===== config.mk =====
export PLATFORM = sky130hd
export DESIGN_NAME = column_running_statistics_unit
export DESIGN_NICKNAME = d
export VERILOG_FILES = /design/src/sv/csu_pkg.sv /design/src/sv/column_running_statistics_unit.sv /design/src/sv/csu_accum.sv /design/src/sv/csu_div.sv
export VERILOG_INCLUDE_DIRS = /design/src /design/src/sv
export SDC_FILE = /design/constraint.sdc
export NUM_CORES = 1
export LEC_CHECK = 0
export ABC_AREA = 1
export CAP_MARGIN = 10
export CORE_AREA = 2 2 324 326
export DETAILED_ROUTE_END_ITERATION = 10
export DIE_AREA = 0 0 326 328
export DONT_BUFFER_PORTS = 1
export PLACE_DENSITY_LB_ADDON = 0.15
export SLEW_MARGIN = 15
export SYNTH_ARGS = -nofsm -noshare
export SYNTH_HDL_FRONTEND = slang
export SYNTH_SLANG_ARGS = --single-unit

===== constraint.sdc =====
create_clock -name clk -period 11.7 [get_ports clk]
set_input_delay 1.755 -clock clk [delete_from_list [all_inputs] [get_ports clk]]
set_output_delay 1.755 -clock clk [all_outputs]
set_load 0.02 [all_outputs]

===== src/sv/assert_macros.svh =====
// Assertion macros shared by the column statistics RTL.
`ifndef ASSERT_MACROS_SVH
`define ASSERT_MACROS_SVH

// Check a property at every rising clock edge outside reset.
`define CSU_ASSERT(lbl, clk, rst_n, prop) \
	lbl: assert property (@(posedge clk) disable iff (!rst_n) (prop)) \
		else $error("column statistics check failed");

// Check that the consequent holds in the cycle after the antecedent.
`define CSU_ASSERT_NEXT(lbl, clk, rst_n, ante, cons) \
	lbl: assert property (@(posedge clk) disable iff (!rst_n) (ante) |=> (cons)) \
		else $error("column statistics sequence check failed");

`endif


===== src/sv/csu_pkg.sv =====
// Shared constants and types of the column statistics unit.
package csu_pkg;

	localparam int SUM_W = 64;

	typedef struct packed {
		logic start;
		logic ack;
	} div_cmd_t;

endpackage


===== src/sv/column_running_statistics_unit.sv =====
// Column running statistics unit: top level with stream ports and result register.
//
// Each input beat updates the counts, minimum, maximum and 64-bit wrapping sum
// registers. The mean (sum over non-null count, FRAC_BITS fraction bits, truncated
// toward zero and saturated) then comes from a radix-2 divider that retires one
// quotient bit per cycle. The divider goes straight to its done state while no
// non-null value has been seen, and skips the quotient bit steps when the quotient
// would overflow the mean width. s_tready stays low while the divider works. The
// finished result waits in an output register, so the next beat may be taken
// before it is read; a result still unread when the next one finishes holds the
// divider and s_tready until m_tready takes it.
// While the freeze register is set, beats leave the statistics unchanged but still
// produce a result.
`include "assert_macros.svh"

module column_running_statistics_unit import csu_pkg::*; #(
	parameter int DATA_WIDTH  = 32,
	parameter int COUNT_WIDTH = 32,
	parameter int FRAC_BITS   = 8
) (
	input  logic                clk,
	input  logic                arst_n,
	input  logic                cfg_we,
	input  logic                cfg_wdata,
	input  logic                s_tvalid,
	output logic                s_tready,
	// value, zero padding to whole bytes
	input  logic [((DATA_WIDTH+7)/8)*8-1:0] s_tdata,
	// is_null
	input  logic                s_tuser,
	output logic                m_tvalid,
	input  logic                m_tready,
	// minimum, maximum, total_sum, mean_value, non_null_count, item_count, zero padding
	output logic [((2*DATA_WIDTH + 64 + (((DATA_WIDTH+FRAC_BITS) > 64) ? 64 :
		(DATA_WIDTH+FRAC_BITS)) + 2*COUNT_WIDTH + 7)/8)*8-1:0] m_tdata,
	// all_null
	output logic                m_tuser
);

	localparam int MEAN_W = ((DATA_WIDTH + FRAC_BITS) > 64) ? 64 : (DATA_WIDTH + FRAC_BITS);
	localparam int OUT_W  = 2*DATA_WIDTH + SUM_W + MEAN_W + 2*COUNT_WIDTH;
	localparam int OUT_TW = ((OUT_W + 7) / 8) * 8;

	logic                   accept;
	logic                   busy_q;
	logic                   start_q;
	logic                   m_valid_q;
	logic [OUT_TW-1:0]      m_data_q;
	logic                   m_user_q;
	div_cmd_t               cmd;
	logic                   div_done;
	logic [MEAN_W-1:0]      mean;
	logic [DATA_WIDTH-1:0]  minimum;
	logic [DATA_WIDTH-1:0]  maximum;
	logic [SUM_W-1:0]       total_sum;
	logic [COUNT_WIDTH-1:0] non_null_count;
	logic [COUNT_WIDTH-1:0] item_count;

	assign s_tready  = !busy_q;
	assign accept    = s_tvalid && s_tready;
	assign cmd.start = start_q;
	assign cmd.ack   = div_done && (!m_valid_q || m_tready);

	csu_accum #(
		.DATA_WIDTH (DATA_WIDTH),
		.COUNT_WIDTH(COUNT_WIDTH)
	) u_accum (
		.clk           (clk),
		.arst_n        (arst_n),
		.cfg_we        (cfg_we),
		.cfg_wdata     (cfg_wdata),
		.upd           (accept),
		.value         (s_tdata[DATA_WIDTH-1:0]),
		.is_null       (s_tuser),
		.minimum       (minimum),
		.maximum       (maximum),
		.total_sum     (total_sum),
		.non_null_count(non_null_count),
		.item_count    (item_count)
	);

	csu_div #(
		.COUNT_WIDTH(COUNT_WIDTH),
		.FRAC_BITS  (FRAC_BITS),
		.MEAN_W     (MEAN_W)
	) u_div (
		.clk   (clk),
		.arst_n(arst_n),
		.cmd   (cmd),
		.sum   (total_sum),
		.cnt   (non_null_count),
		.done  (div_done),
		.mean  (mean)
	);

	always_ff @(posedge clk or negedge arst_n) begin
		if (!arst_n) begin
			busy_q    <= 1'b0;
			start_q   <= 1'b0;
			m_valid_q <= 1'b0;
		end else begin
			start_q <= accept;
			if (accept) begin
				busy_q <= 1'b1;
			end else if (cmd.ack) begin
				busy_q <= 1'b0;
			end
			if (cmd.ack) begin
				m_valid_q <= 1'b1;
			end else if (m_tready) begin
				m_valid_q <= 1'b0;
			end
		end
	end

	always_ff @(posedge clk) begin
		if (cmd.ack) begin
			m_data_q <= OUT_TW'({item_count, non_null_count, mean, total_sum, maximum, minimum});
			m_user_q <= (non_null_count == '0);
		end
	end

	assign m_tvalid = m_valid_q;
	assign m_tdata  = m_data_q;
	assign m_tuser  = m_user_q;

	`CSU_ASSERT(a_result_after_work, clk, arst_n, !$rose(m_tvalid) || $past(busy_q))

endmodule


===== src/sv/csu_accum.sv =====
// Running count, minimum, maximum and sum registers with the freeze register.
`include "assert_macros.svh"

module csu_accum import csu_pkg::*; #(
	parameter int DATA_WIDTH  = 32,
	parameter int COUNT_WIDTH = 32
) (
	input  logic                   clk,
	input  logic                   arst_n,
	input  logic                   cfg_we,
	input  logic                   cfg_wdata,
	input  logic                   upd,
	input  logic [DATA_WIDTH-1:0]  value,
	input  logic                   is_null,
	output logic [DATA_WIDTH-1:0]  minimum,
	output logic [DATA_WIDTH-1:0]  maximum,
	output logic [SUM_W-1:0]       total_sum,
	output logic [COUNT_WIDTH-1:0] non_null_count,
	output logic [COUNT_WIDTH-1:0] item_count
);

	logic                   frozen_q;
	logic [COUNT_WIDTH-1:0] items_q;
	logic [COUNT_WIDTH-1:0] values_q;
	logic [DATA_WIDTH-1:0]  min_q;
	logic [DATA_WIDTH-1:0]  max_q;
	logic [SUM_W-1:0]       sum_q;
	logic                   take;
	logic                   take_val;

	assign take     = upd && !frozen_q;
	assign take_val = take && !is_null;

	always_ff @(posedge clk or negedge arst_n) begin
		if (!arst_n) begin
			frozen_q <= 1'b0;
		end else if (cfg_we) begin
			frozen_q <= cfg_wdata;
		end
	end

	always_ff @(posedge clk or negedge arst_n) begin
		if (!arst_n) begin
			items_q  <= '0;
			values_q <= '0;
			min_q    <= '0;
			max_q    <= '0;
			sum_q    <= '0;
		end else begin
			if (take && !(&items_q)) begin
				items_q <= items_q + 1'b1;
			end
			if (take_val) begin
				if (!(&values_q)) begin
					values_q <= values_q + 1'b1;
				end
				sum_q <= sum_q + SUM_W'($signed(value));
				if (values_q == '0) begin
					min_q <= value;
					max_q <= value;
				end else begin
					if ($signed(value) < $signed(min_q)) begin
						min_q <= value;
					end
					if ($signed(value) > $signed(max_q)) begin
						max_q <= value;
					end
				end
			end
		end
	end

	assign minimum        = min_q;
	assign maximum        = max_q;
	assign total_sum      = sum_q;
	assign non_null_count = values_q;
	assign item_count     = items_q;

	`CSU_ASSERT(a_values_le_items, clk, arst_n, values_q <= items_q)

endmodule


===== src/sv/csu_div.sv =====
// Sequenced radix-2 restoring divider that forms the saturated fixed-point mean.
`include "assert_macros.svh"

module csu_div import csu_pkg::*; #(
	parameter int COUNT_WIDTH = 32,
	parameter int FRAC_BITS   = 8,
	parameter int MEAN_W      = 40
) (
	input  logic                   clk,
	input  logic                   arst_n,
	input  div_cmd_t               cmd,
	input  logic [SUM_W-1:0]       sum,
	input  logic [COUNT_WIDTH-1:0] cnt,
	output logic                   done,
	output logic [MEAN_W-1:0]      mean
);

	localparam int DVW    = SUM_W + FRAC_BITS + 1;
	localparam int QW     = MEAN_W;
	localparam int HW     = DVW - QW;
	localparam int CMP_W  = (HW > COUNT_WIDTH) ? HW : COUNT_WIDTH;
	localparam int STEP_W = $clog2(QW);

	typedef enum logic [4:0] {
		D_IDLE  = 5'b00001,
		D_CHECK = 5'b00010,
		D_RUN   = 5'b00100,
		D_FIX   = 5'b01000,
		D_DONE  = 5'b10000
	} div_state_t;

	div_state_t             state_q;
	logic                   neg_q;
	logic [SUM_W-1:0]       mag_q;
	logic [COUNT_WIDTH-1:0] cnt_q;
	logic [COUNT_WIDTH-1:0] rem_q;
	logic [QW-1:0]          lo_q;
	logic [STEP_W-1:0]      step_q;

	logic [DVW-1:0]         dividend;
	logic [HW-1:0]          hi;
	logic                   ovf;
	logic [QW-1:0]          lim;
	logic [COUNT_WIDTH:0]   shifted;
	logic                   ge;

	assign dividend = DVW'(mag_q) << FRAC_BITS;
	assign hi       = dividend[DVW-1:QW];
	assign ovf      = CMP_W'(hi) >= CMP_W'(cnt_q);
	assign lim      = neg_q ? (QW'(1) << (QW - 1)) : ((QW'(1) << (QW - 1)) - 1'b1);
	assign shifted  = {rem_q, lo_q[QW-1]};
	assign ge       = shifted >= {1'b0, cnt_q};

	always_ff @(posedge clk or negedge arst_n) begin
		if (!arst_n) begin
			state_q <= D_IDLE;
			step_q  <= '0;
		end else begin
			unique case (state_q)
				D_IDLE: begin
					if (cmd.start) begin
						state_q <= (cnt == '0) ? D_DONE : D_CHECK;
					end
				end
				D_CHECK: begin
					state_q <= ovf ? D_FIX : D_RUN;
					step_q  <= STEP_W'(QW - 1);
				end
				D_RUN: begin
					step_q <= step_q - 1'b1;
					if (step_q == '0) begin
						state_q <= D_FIX;
					end
				end
				D_FIX: begin
					state_q <= D_DONE;
				end
				D_DONE: begin
					if (cmd.ack) begin
						state_q <= D_IDLE;
					end
				end
				default: begin
					state_q <= D_IDLE;
				end
			endcase
		end
	end

	always_ff @(posedge clk) begin
		unique case (state_q)
			D_IDLE: begin
				if (cmd.start) begin
					neg_q <= (cnt != '0) && sum[SUM_W-1];
					mag_q <= sum[SUM_W-1] ? (SUM_W'(0) - sum) : sum;
					cnt_q <= cnt;
					lo_q  <= '0;
				end
			end
			D_CHECK: begin
				rem_q <= COUNT_WIDTH'(hi);
				lo_q  <= ovf ? lim : dividend[QW-1:0];
			end
			D_RUN: begin
				rem_q <= ge ? COUNT_WIDTH'(shifted - {1'b0, cnt_q}) : shifted[COUNT_WIDTH-1:0];
				lo_q  <= {lo_q[QW-2:0], ge};
			end
			D_FIX: begin
				if (lo_q > lim) begin
					lo_q <= lim;
				end
			end
			D_DONE: begin
			end
			default: begin
			end
		endcase
	end

	assign done = (state_q == D_DONE);
	assign mean = neg_q ? (QW'(0) - lo_q) : lo_q;

	`CSU_ASSERT_NEXT(a_start_when_idle, clk, arst_n, cmd.start, $past(state_q) == D_IDLE)
	`CSU_ASSERT(a_ack_when_done, clk, arst_n, !cmd.ack || state_q == D_DONE)

endmodule


==> flow_summary_export.csv, run 1 <==
group,metric,value,unit
power_and_ir_drop,power_frac_comb,36.1,%
cells_and_area,seq_area,0.01725,mm2
worst_setup_path,worst_ep_arrival_time,4.64,ns
detailed_routing,drt-wirelength-per-cell,21.58,um
cells_and_area,syn_to_final_growth,11.09,%
worst_setup_path,critPathMaxStageDelay,0.88,ns
sta,slew_viol_final,0,
yosys,yosysTopAreaCell,"edfxtp_1",
yosys,postSynthAreaPerCell,8.606,um2
global_route,track_usage,22.51,%
cells_and_area,nNetsFinal,4464,
worst_setup_path,cpMostUsedCell,"nand2_1",
power_and_ir_drop,pwr-share-clk,25.8,%
clock_tree,hold_buffers,0,
power_and_ir_drop,seq_power_share,38.1,%
place,hpwl,93590,um
worst_setup_path,crit_type,"primary input to flop",
detailed_routing,via_per_inst,5.087,
sta,finalSetupTns,0,ns
sta,fmax,245.6,MHz
global_route,grt-ovfl-total,0,
sta,rsz0062_at_grt,"no",
worst_setup_path,crit_family,"simple AND/OR/NAND/NOR gates",
cells_and_area,multi_input_area,0.01645,mm2
clock_tree,tritoncts,"done",
sta,timing.final.crit_share,34.80,%
place,gp_congestion,0.9500,
worst_setup_path,cp_max_fo,33,
floorplanning,coreArea,0.1032,mm2
detailed_routing,dr.pass1.iters,6,
yosys,synth_cell_types,56,
sta,finalSetupViolCount,0,
worst_setup_path,cp_data_required_time,12.27,ns
floorplanning,die_w,326,um
yosys,synth_edf_count,402,
clock_tree,clkTransAtPathRegs,0.06,ns
yosys,ys_seq_area_share,48.04,%
yosys,synth.yosys.warnings,0,
cells_and_area,drive_above_1_share,4.873,%
detailed_routing,drc_errors,0,
sta,finalHoldViolCount,0,
floorplanning,io_pins,274,
clock_tree,worstSkewPairLatency,0.64,ns
worst_setup_path,critPathSlowestCell,"nand2_2",
floorplanning,die_height,328,um
sta,fin_crit,4.072,ns
power_and_ir_drop,powerDensity,227.1,mW/mm2
cells_and_area,diodes,0,
job,maxCapViolCount,0,
place,pre_cts_ws,6.954,ns
place,placement.io_buffers,0,
sta,clock_skew,0.01483,ns
hold_path,whs_endpoint,"m_tdata[15]",
cells_and_area,fillers,10510,
yosys,async_reset_ff_share,33.99,%
yosys,synthMostInstantiatedCell,"nand2_1",
floorplanning,initial_core_util,34.80,%
floorplanning,die-area,0.1069,mm2
clock_tree,clk_path_buf_depth,3,
yosys,syn_nets,4451,
worst_setup_path,r2r-end,"u_div.lo_q[10]",
power_and_ir_drop,swShare,42.20,%
clock_tree,post_cts_buffers,0,
power_and_ir_drop,p_sw,3.823,mW
clock_tree,ctsResizeCount,0,
yosys,yosysTopAreaCellShare,33.61,%
worst_setup_path,start_kind,"primary input",
worst_setup_path,rr_worst_depth,12,
outcome,outcome,"finished clean",
clock_tree,cts_buffers,75,
global_route,grt_pass1_wl,183000,um
worst_setup_path,r2r_slack,7.79,ns
detailed_routing,drtAntennaViolNets,0,
yosys,synth.cell_area,0.03591,mm2
sta,fin_ws,7.628,ns
power_and_ir_drop,internal_power,5.236,mW
yosys,ys_seq_elements,609,
hold_path,hold_path.class,"flop to flop",
detailed_routing,dr_total_vias,28630,
floorplanning,core.rowCount,118,
detailed_routing,drt_wl_total,121500,um
clock_tree,clock_sinks,609,
global_route,grt_pass1_vias,28190,
power_and_ir_drop,p_total,9.059,mW
power_and_ir_drop,ir_worst_vdd,0.0001020,V
global_route,antenna_found_initial,12,
worst_setup_path,path_cells,"ha_1 -> a21oi_1 -> nor2_1 -> nor3_1 -> nand2_1 -> nand2_1 -> nand2_1 -> nand2_1 -> nand2_1 -> nand2_1 -> nand3_2 -> nand2_2 -> nand2_1 -> nand2_1",
detailed_routing,drt_iter0_drc,2553,
yosys,synth_ff_type,"edfxtp_1",
worst_setup_path,crit_path_end_kind,"flop",
yosys,ys_top_cells_by_count,"nand2_1, inv_1, edfxtp_1, nor2_1, nand3_1",
worst_setup_path,critPathBufInv,0,
clock_tree,cts_root_buf,"clkbuf_16",
global_route,grt_max_degree,208,
clock_tree,htree_levels,3,
yosys,synth_area_leaders,"edfxtp_1, dfrtp_1, nand2_1, ha_1, inv_1",
worst_setup_path,r2r-start,"u_div.neg_q",
hold_path,holdPathStages,0,
sta,worstMarginPinSlew,1.084,ns
yosys,syn_inst,4173,
power_and_ir_drop,leakagePower,16.94,nW
hold_path,hp-start,"u_accum.minimum[15]",
sta,timing.slew.headroom,27.70,%
## stage by stage
| step | instance area [um2] | cells | hold slack, ns | util [%] |
|---|---|---|---|---|
| 2_1_floorplan | 35920 | 4173 | 0.4264 | - |
| 3_3_place_gp | 37460 | 5489 | 0.4637 | 36.30 |
| 3_5_place_dp | 37460 | 5489 | 0.4614 | 36.30 |
| 4_1_cts | 39900 | 5628 | 0.4747 | 38.66 |
| 5_1_grt | 39900 | 5628 | 0.4947 | 38.66 |
| 6_report | 39900 | 5628 | 0.4795 | 38.66 |
## registers in the layout, summed over array words and instances, names as in the netlist
signal                  cells
u_div.step_q                6
m_tuser                     1
u_div.rem_q                32
u_div.neg_q                 1
u_accum.frozen_q            1
start_q                     1
busy_q                      1
u_accum.minimum            32
u_div.lo_q                 40
u_accum.item_count         32
u_accum.maximum            32
m_tdata                   232
u_div.cnt_q                32
u_div.state_q               5
u_accum.total_sum          64
u_div.mag_q                64
u_accum.non_null_count     32
m_tvalid                    1
## layer usage
| layer | part of all wire, % | global-route usage, % | vias up |
|---|---|---|---|
| li1 | - | - | 14080 |
| met4 | 2.4 | 5.830 | 2 |
| met3 | 4.7 | 3.194 | 162 |
| met2 | 48 | 38.55 | 716 |
| met1 | 45 | 29.81 | 13670 |
| met5 | 0.011 | 0 | - |
## power groups by stage
stage	clock network [mW]	registers (mW)	logic (mW)
final	2.34	3.45	3.27
after global routing	2.49	3.49	3.69
after CTS	2.40	3.45	3.26
after global placement	0	3.49	3.24
after floorplan	0	3.14	2.27
after detailed placement	0	3.49	3.24
## cell families after synthesis
logic type                 count (synthesis)  share of synthesized area, %
muxes                                      1                       0.03135
xor gates and xnor gates                 195                         4.755
buffers and inverters                    579                         6.271
and+or+nand+nor                         2011                         24.58
DFF                                      609                         48.04
adders and majority gates                239                         8.368
AOI/OAI and AO/OA                        539                         7.957
## placed cells by master, fill, tap and decap left out, types with 11 or more instances in the layout
| cell type | count |
|---|---|
| edfxtp_1 | 402 |
| xor2_1 | 136 |
| o21ai_0 | 201 |
| nor2_1 | 384 |
| nor4_1 | 25 |
| xnor2_1 | 59 |
| dfrtp_1 | 205 |
| inv_1 | 480 |
| clkbuf_16 | 77 |
| nand4_1 | 75 |
| clkbuf_1 | 24 |
| nand2_1 | 1038 |
| inv_2 | 16 |
| nand2_2 | 11 |
| nand3b_1 | 69 |
| a21oi_1 | 232 |
| nor3_1 | 77 |
| nand3_1 | 277 |
| ha_1 | 237 |
| o21ai_1 | 39 |
| o211ai_1 | 12 |
| buf_4 | 17 |
## area by class of cell
type	count	share of cell area, %
Clock buffer	106	5.228
Clock inverter	33	0.8875
Inverter	496	4.666
Multi-Input combinational cell	2985	41.22
Sequential cell	609	43.25
Tap cell	1380	4.328
Timing Repair Buffer	19	0.4202
## worst max-delay path by stage
stage,from,to,cells past startpoint
floorplan,m_tready,busy_q,3
global placement,s_tdata[5],u_accum.minimum[7],14
detailed placement,s_tdata[31],u_accum.minimum[6],12
CTS,s_tdata[31],u_accum.minimum[7],12
global route,s_tdata[23],u_accum.maximum[1],14
finish,s_tdata[5],u_accum.minimum[7],14
Note: power is estimated with default switching activity, not from simulation.
==> run 2: changes to the inputs <==
==> constraint.sdc (replaced) <==
create_clock -name clk -period 3.4 [get_ports clk]
set_input_delay 0.51 -clock clk [delete_from_list [all_inputs] [get_ports clk]]
set_output_delay 0.51 -clock clk [all_outputs]
set_load 0.02 [all_outputs]
==> run 2 against run 1 <==
Net effect:
- the run now ends with hold timing left
- via count grew 2.2%
- clock skew grew 0.012 ns
- sequential share of layout area shrank 0.92 points
- global-route usage grew 0.67 points
- largest power group is now combinational logic
- critical endpoint is now u_accum.total_sum[58]
- first-iteration DRC count shrank 6.4%
- flip-flop and latch count is the same
- clock-buffer cell count shrank 19
==> flow_summary_export.csv, run 2 (synthesis results as in run 1) <==
group,metric,value,unit
clock_tree,worstSkewPairLatency,0.66,ns
clock_tree,htree_levels,3,
cells_and_area,nNetsFinal,4558,
floorplanning,coreArea,0.1032,mm2
detailed_routing,drt_iter0_drc,2389,
floorplanning,die-area,0.1069,mm2
job,maxCapViolCount,0,
sta,timing.slew.headroom,37.71,%
worst_setup_path,start_kind,"flop",
clock_tree,tritoncts,"done",
sta,finalSetupTns,0,ns
sta,finalSetupViolCount,0,
sta,clock_skew,0.02650,ns
floorplanning,die_w,326,um
worst_setup_path,crit_family,"simple AND/OR/NAND/NOR gates",
global_route,track_usage,23.18,%
worst_setup_path,crit_path_end_kind,"flop",
clock_tree,clkTransAtPathRegs,0.06,ns
clock_tree,post_cts_buffers,0,
clock_tree,cts_buffers,72,
global_route,grt_pass1_vias,28440,
place,hpwl,96190,um
cells_and_area,largest_register_ffs,232,
sta,finalHoldViolCount,207,
global_route,antenna_found_initial,8,
detailed_routing,via_per_inst,5.117,
place,gp_congestion,0.9659,
sta,timing.final.crit_share,91.85,%
power_and_ir_drop,powerDensity,771.5,mW/mm2
hold_path,hold_path.class,"primary input to async pin",
detailed_routing,dr.pass1.iters,5,
cells_and_area,fillers,10410,
floorplanning,io_pins,274,
power_and_ir_drop,ir_worst_vdd,0.0003844,V
sta,hold_ws,-0.4098,ns
worst_setup_path,cp_data_required_time,3.95,ns
cells_and_area,drive_above_1_share,6.367,%
worst_setup_path,worst_ep_arrival_time,3.67,ns
cells_and_area,final_common_cell,"nand2_1",
global_route,grt_pass1_wl,187000,um
worst_setup_path,cp_max_fo,5,
clock_tree,cts_root_buf,"clkbuf_16",
place,placement.io_buffers,0,
clock_tree,clock_sinks,609,
sta,fin_crit,3.123,ns
worst_setup_path,cpMostUsedCell,"nand2_1",
clock_tree,hold_buffers,36,
floorplanning,core.rowCount,118,
clock_tree,clk_path_buf_depth,3,
sta,worstMarginPinSlew,0.9343,ns
sta,fmax,320.2,MHz
global_route,grt-ovfl-total,0,
sta,slew_viol_final,0,
global_route,grt_max_degree,208,
outcome,outcome,"complete, but fails checks",
cells_and_area,mostFrequentLayoutCells,"nand2_1, inv_1, edfxtp_1",
sta,rsz0062_at_grt,"no",
worst_setup_path,critPathSlowestCell,"dfrtp_1",
floorplanning,die_height,328,um
outcome,violations,"hold timing",
worst_setup_path,crit_type,"flop to flop",
floorplanning,initial_core_util,34.80,%
detailed_routing,drt-wirelength-per-cell,21.94,um
worst_setup_path,critPathBufInv,2,
detailed_routing,dr_total_vias,29250,
detailed_routing,drc_errors,0,
cells_and_area,stdcell_count,5716,
worst_setup_path,critPathMaxStageDelay,0.46,ns
detailed_routing,drt_wl_total,125400,um
worst_setup_path,path_cells,"ha_1 -> inv_1 -> fa_1 -> inv_1 -> nand3_1 -> nand2_1 -> nand2_1 -> nand2_1 -> nand2_1 -> nand2_1 -> nand2_1 -> nand2_1 -> nand2_1 -> nand2_2 -> nand2_1 -> nand2_1 -> nand2_1 -> nand3_1 -> nand2_1",
power_and_ir_drop,leakagePower,17.41,nW
place,dp_cells,5550,
cells_and_area,syn_to_final_growth,13.50,%
detailed_routing,drtAntennaViolNets,0,
run 2: cell types whose count changed in the layout (fill, tap and decap cells not counted), moves of 4 or more:
cell,before,now
buf_12,2,9
clkbuf_1,24,13
clkbuf_16,77,72
nor2_2,10,14
dlygate4sd3_1,0,36
buf_4,17,71
clkinv_2,7,13
clkinvlp_4,6,1
run 2: worst paths after layout:
path / start / endpoint / slack (ns) / cells after the start
max: u_accum.total_sum[0] / u_accum.total_sum[58] / 0.28 / 19
min: arst_n / m_tvalid / -0.41 / 0
max reg2reg: u_accum.total_sum[0] / u_accum.total_sum[58] / 0.28 / 19
min reg2reg: u_div.lo_q[0] / m_tdata[128] / 0.45 / 0
max in group asynchronous: arst_n / u_accum.non_null_count[25] / 3.06 / 0
min in group clk: s_tdata[0] / u_accum.total_sum[0] / 0.11 / 3
run 2: final cells by class:
type	count	area (um2)	share of cell area, %
Antenna cell	1	2.502	0.006139
Clock buffer	87	1878	4.607
Clock inverter	42	493.0	1.209
Inverter	496	1862	4.567
Multi-Input combinational cell	2985	16470	40.41
Sequential cell	609	17250	42.33
Tap cell	1380	1727	4.236
Timing Repair Buffer	116	1074	2.634
run 2: layer usage:
layer  up-vias  routed length [um]  global-route usage [%]
li1      14260                   -                       -
met1     14050               55100                   30.51
met2       783               60390                   39.37
met3       154                6939                   4.046
met4         6                2957                   5.991
met5         -                  40                       0
run 2: what timing repair did:
item / in CTS / in global routing
hold endpoints to repair: 274 / 207
setup endpoints to repair: 0 / 2
resized for setup: 0 / 1
run 2: report_power, final:
part / leakage, nW / total (mW) / switching (mW) / internal, mW
combinational: 9.97 / 12.3 / 8.41 / 3.88
clock: 1.16 / 7.88 / 3.35 / 4.53
sequential: 6.28 / 11.3 / 1.55 / 9.73
run 2: through the flow:
| step | hold WS (ns) | worst slack, ns | power, mW | util [%] | cell area [um2] |
|---|---|---|---|---|---|
| 2_1_floorplan | 0.2144 | -1.157 | 18.66 | - | 35980 |
| 3_3_place_gp | 0.2477 | 0.2415 | 23.52 | 36.85 | 38030 |
| 3_5_place_dp | 0.2505 | 0.2245 | 23.49 | 36.85 | 38030 |
| 4_1_cts | -0.4610 | 0.2077 | 31.62 | 39.49 | 40760 |
| 5_1_grt | -0.4467 | 0.05654 | 33.51 | 39.50 | 40760 |
| 6_report | -0.4098 | 0.2771 | 31.45 | 39.50 | 40760 |
==> run 3: changes to the inputs <==
--- a/config.mk
+++ b/config.mk
@@ -6,14 +6,13 @@
 export SDC_FILE = /design/constraint.sdc
 export NUM_CORES = 1
 export LEC_CHECK = 0
-export ABC_AREA = 1
+export ABC_AREA = 0
 export CAP_MARGIN = 10
-export CORE_AREA = 2 2 324 326
+export CORE_AREA = 2 2 285 287
 export DETAILED_ROUTE_END_ITERATION = 10
-export DIE_AREA = 0 0 326 328
+export DIE_AREA = 0 0 287 289
 export DONT_BUFFER_PORTS = 1
 export PLACE_DENSITY_LB_ADDON = 0.15
-export SLEW_MARGIN = 15
 export SYNTH_ARGS = -nofsm -noshare
 export SYNTH_HDL_FRONTEND = slang
 export SYNTH_SLANG_ARGS = --single-unit
==> run 3 against run 2 <==
Net effect:
- fmax is 16% lower
- the run ends with hold timing, setup timing left
- flip-flop and latch count is the same
- cell count shrank 29%
- synthesized area fell by 12%
- synthesized cell count shrank 36%
- combinational power is 15% lower
- highest routed layer is now met4
- total power fell by 7.9%
- critical path depth is 9 lower
- cell area fell by 6.7%
==> flow_summary_export.csv, run 3 <==
group,metric,value,unit
detailed_routing,drt_iter0_drc,1274,
worst_setup_path,crit_type,"flop to flop",
cells_and_area,fillers,7168,
power_and_ir_drop,powerDensity,760.9,mW/mm2
cells_and_area,stdcell_count,4061,
job,maxCapViolCount,0,
sta,slew_viol_final,0,
sta,rsz0062_at_grt,"yes",
detailed_routing,dr_total_vias,21860,
floorplanning,initial_core_util,39.66,%
sta,timing.slew.headroom,16.91,%
floorplanning,core.rowCount,104,
floorplanning,die_w,287,um
global_route,track_usage,20.32,%
yosys,ys_seq_area_share,54.45,%
detailed_routing,drtAntennaViolNets,0,
floorplanning,coreArea,0.07990,mm2
worst_setup_path,crit_path_end_kind,"flop",
worst_setup_path,critPathMaxStageDelay,0.54,ns
yosys,synth.cell_area,0.03168,mm2
global_route,antenna_found_initial,3,
yosys,syn_inst,2690,
cells_and_area,largest_register_ffs,232,
clock_tree,htree_levels,3,
outcome,violations,"hold timing, setup timing",
worst_setup_path,path_cells,"or4_4 -> or3_4 -> or3_4 -> or3_4 -> nor3_4 -> nand3_2 -> or4_4 -> or3_4 -> o31ai_4 -> xnor2_1",
sta,clock_skew,0.02703,ns
power_and_ir_drop,ir_worst_vdd,0.0003999,V
place,dp_cells,3895,
worst_setup_path,cp_max_fo,6,
yosys,synthMostInstantiatedCell,"edfxtp_1",
cells_and_area,mostFrequentLayoutCells,"edfxtp_1, buf_4, ha_1",
yosys,synth.yosys.warnings,0,
clock_tree,clock_sinks,609,
detailed_routing,drt_wl_total,85340,um
worst_setup_path,rr_worst_depth,10,
place,pre_cts_ws,-0.4674,ns
clock_tree,cts_buffers,71,
cells_and_area,drive_above_1_share,19.16,%
yosys,yosysTopAreaCell,"edfxtp_1",
yosys,synth_edf_count,402,
worst_setup_path,start_kind,"flop",
sta,finalSetupViolCount,48,
cells_and_area,diodes,0,
floorplanning,die-area,0.08294,mm2
clock_tree,cts_root_buf,"clkbuf_16",
yosys,synth_area_leaders,"edfxtp_1, dfrtp_1, ha_1, xnor2_1, a21o_1",
place,placement.io_buffers,0,
clock_tree,tritoncts,"done",
power_and_ir_drop,leakagePower,15.75,nW
clock_tree,clk_path_buf_depth,3,
global_route,grt-ovfl-total,0,
sta,finalHoldViolCount,207,
floorplanning,io_pins,274,
global_route,grt_pass1_wl,129900,um
outcome,outcome,"complete, but fails checks",
yosys,ys_top_cells_by_count,"edfxtp_1, ha_1, nand2_1, dfrtp_1, xnor2_1",
clock_tree,worstSkewPairLatency,0.62,ns
yosys,async_reset_ff_share,33.99,%
yosys,yosysTopAreaCellShare,38.10,%
place,gp_congestion,0.8663,
detailed_routing,dr.pass1.iters,5,
worst_setup_path,cpMostUsedCell,"or3_4",
sta,fin_crit,3.705,ns
yosys,synth_ff_type,"edfxtp_1",
sta,hold_ws,-0.3797,ns
yosys,syn_nets,2968,
cells_and_area,syn_to_final_growth,20.09,%
place,hpwl,62170,um
floorplanning,die_height,289,um
yosys,synth_cell_types,71,
clock_tree,hold_buffers,5,
detailed_routing,drt-wirelength-per-cell,21.01,um
worst_setup_path,worst_ep_arrival_time,4.06,ns
yosys,ys_seq_elements,609,
sta,fin_ws,-0.3050,ns
cells_and_area,design_area,0.03805,mm2
worst_setup_path,critPathSlowestCell,"or4_4",
yosys,postSynthAreaPerCell,11.78,um2
detailed_routing,via_per_inst,5.382,
place,dpl_cell_area,0.03471,mm2
clock_tree,clkTransAtPathRegs,0.06,ns
sta,worstMarginPinSlew,1.246,ns
hold_path,hold_path.class,"primary input to async pin",
global_route,grt_pass1_vias,21950,
cells_and_area,nNetsFinal,3220,
sta,timing.final.crit_share,109.0,%
sta,fmax,269.9,MHz
cells_and_area,final_common_cell,"edfxtp_1",
worst_setup_path,cp_data_required_time,3.76,ns
global_route,grt_max_degree,208,
power_and_ir_drop,p_total,28.95,mW
detailed_routing,drc_errors,0,
-- run 3: cell types whose count changed in the layout (fill, tap and decap cells not counted), sizes merged, moves of 95 or more --
cell   delta
inv     -357
a21oi    -95
nor2    -305
nand3   -234
buf     +174
nand2   -834
xnor2   +139
a21o    +120
-- run 3: logic make-up after synthesis --
family	after synthesis	share of synthesized area, %
AO/OA/AOI/OAI	661	13.47
AND/OR/NAND/NOR	610	9.726
flip-flops	609	54.45
XOR/XNOR	250	6.911
adder cells (fa/ha/maj)	239	9.485
buffers and inverters	225	2.666
multiplexers	96	3.293
-- run 3: what timing repair did --
action,CTS,global route
buffers inserted,14,12
pin swaps,25,56
hold endpoints to repair,213,207
setup endpoints to repair,78,139
gates resized for setup,52,97
cloned,2,2
-- run 3: cell type report --
type	instances	area, um2	share of cell area [%]
Timing Repair Buffer	262	2205	5.794
Tap cell	1060	1326	3.486
Clock inverter	32	306.5	0.8056
Sequential cell	609	17250	45.35
Inverter	142	533.0	1.401
Clock buffer	100	2051	5.390
Multi-Input combinational cell	1856	14380	37.78
-- run 3: final timing paths --
check,slack (ns),startpoint,endpoint
max,-0.30,u_accum.total_sum[15],u_div.mag_q[59]
min,-0.38,arst_n,u_accum.total_sum[56]
max reg2reg,-0.30,u_accum.total_sum[15],u_div.mag_q[59]
min reg2reg,0.45,u_accum.maximum[1],m_tdata[33]
max in group asynchronous,3.32,arst_n,u_accum.item_count[26]
min in group clk,0.04,s_tdata[3],u_accum.maximum[3]
-- run 3: power by group --
group | switching (mW) | internal (mW) | leakage (nW) | total (mW)
Clock | 3.15 | 4.48 | 1.15 | 7.63
Combinational | 5.48 | 4.94 | 8.21 | 10.4
Sequential | 1.32 | 9.58 | 6.39 | 10.9
-- run 3: stage by stage --
stage                     hold slack, ns  utilization [%]  setup TNS, ns
after floorplan                   0.2144                -        -326.26
final                            -0.3797            47.62         -5.623
after CTS                        -0.4259            46.95         -7.119
after global routing             -0.4129            47.62         -11.68
after detailed placement          0.2362            43.44         -19.40
after global placement            0.2360            43.44         -14.47
-- run 3: critical path, delay by kind of cell, from the launching register on --
kind,cells,cell delay (ns)
xor gates and xnor gates,1,0.09
AOI/OAI and AO/OA,1,0.19
DFF,1,0.38
and+or+nand+nor,8,2.79
-- run 3: metal layers --
layer | vias up | track usage [%] | part of all wire [%]
li1 | 10520 | - | -
met1 | 10700 | 27.01 | 45
met2 | 490 | 32.52 | 46
met3 | 146 | 4.748 | 5.8
met4 | 0 | 7.292 | 3.1
met5 | - | 0 | 0
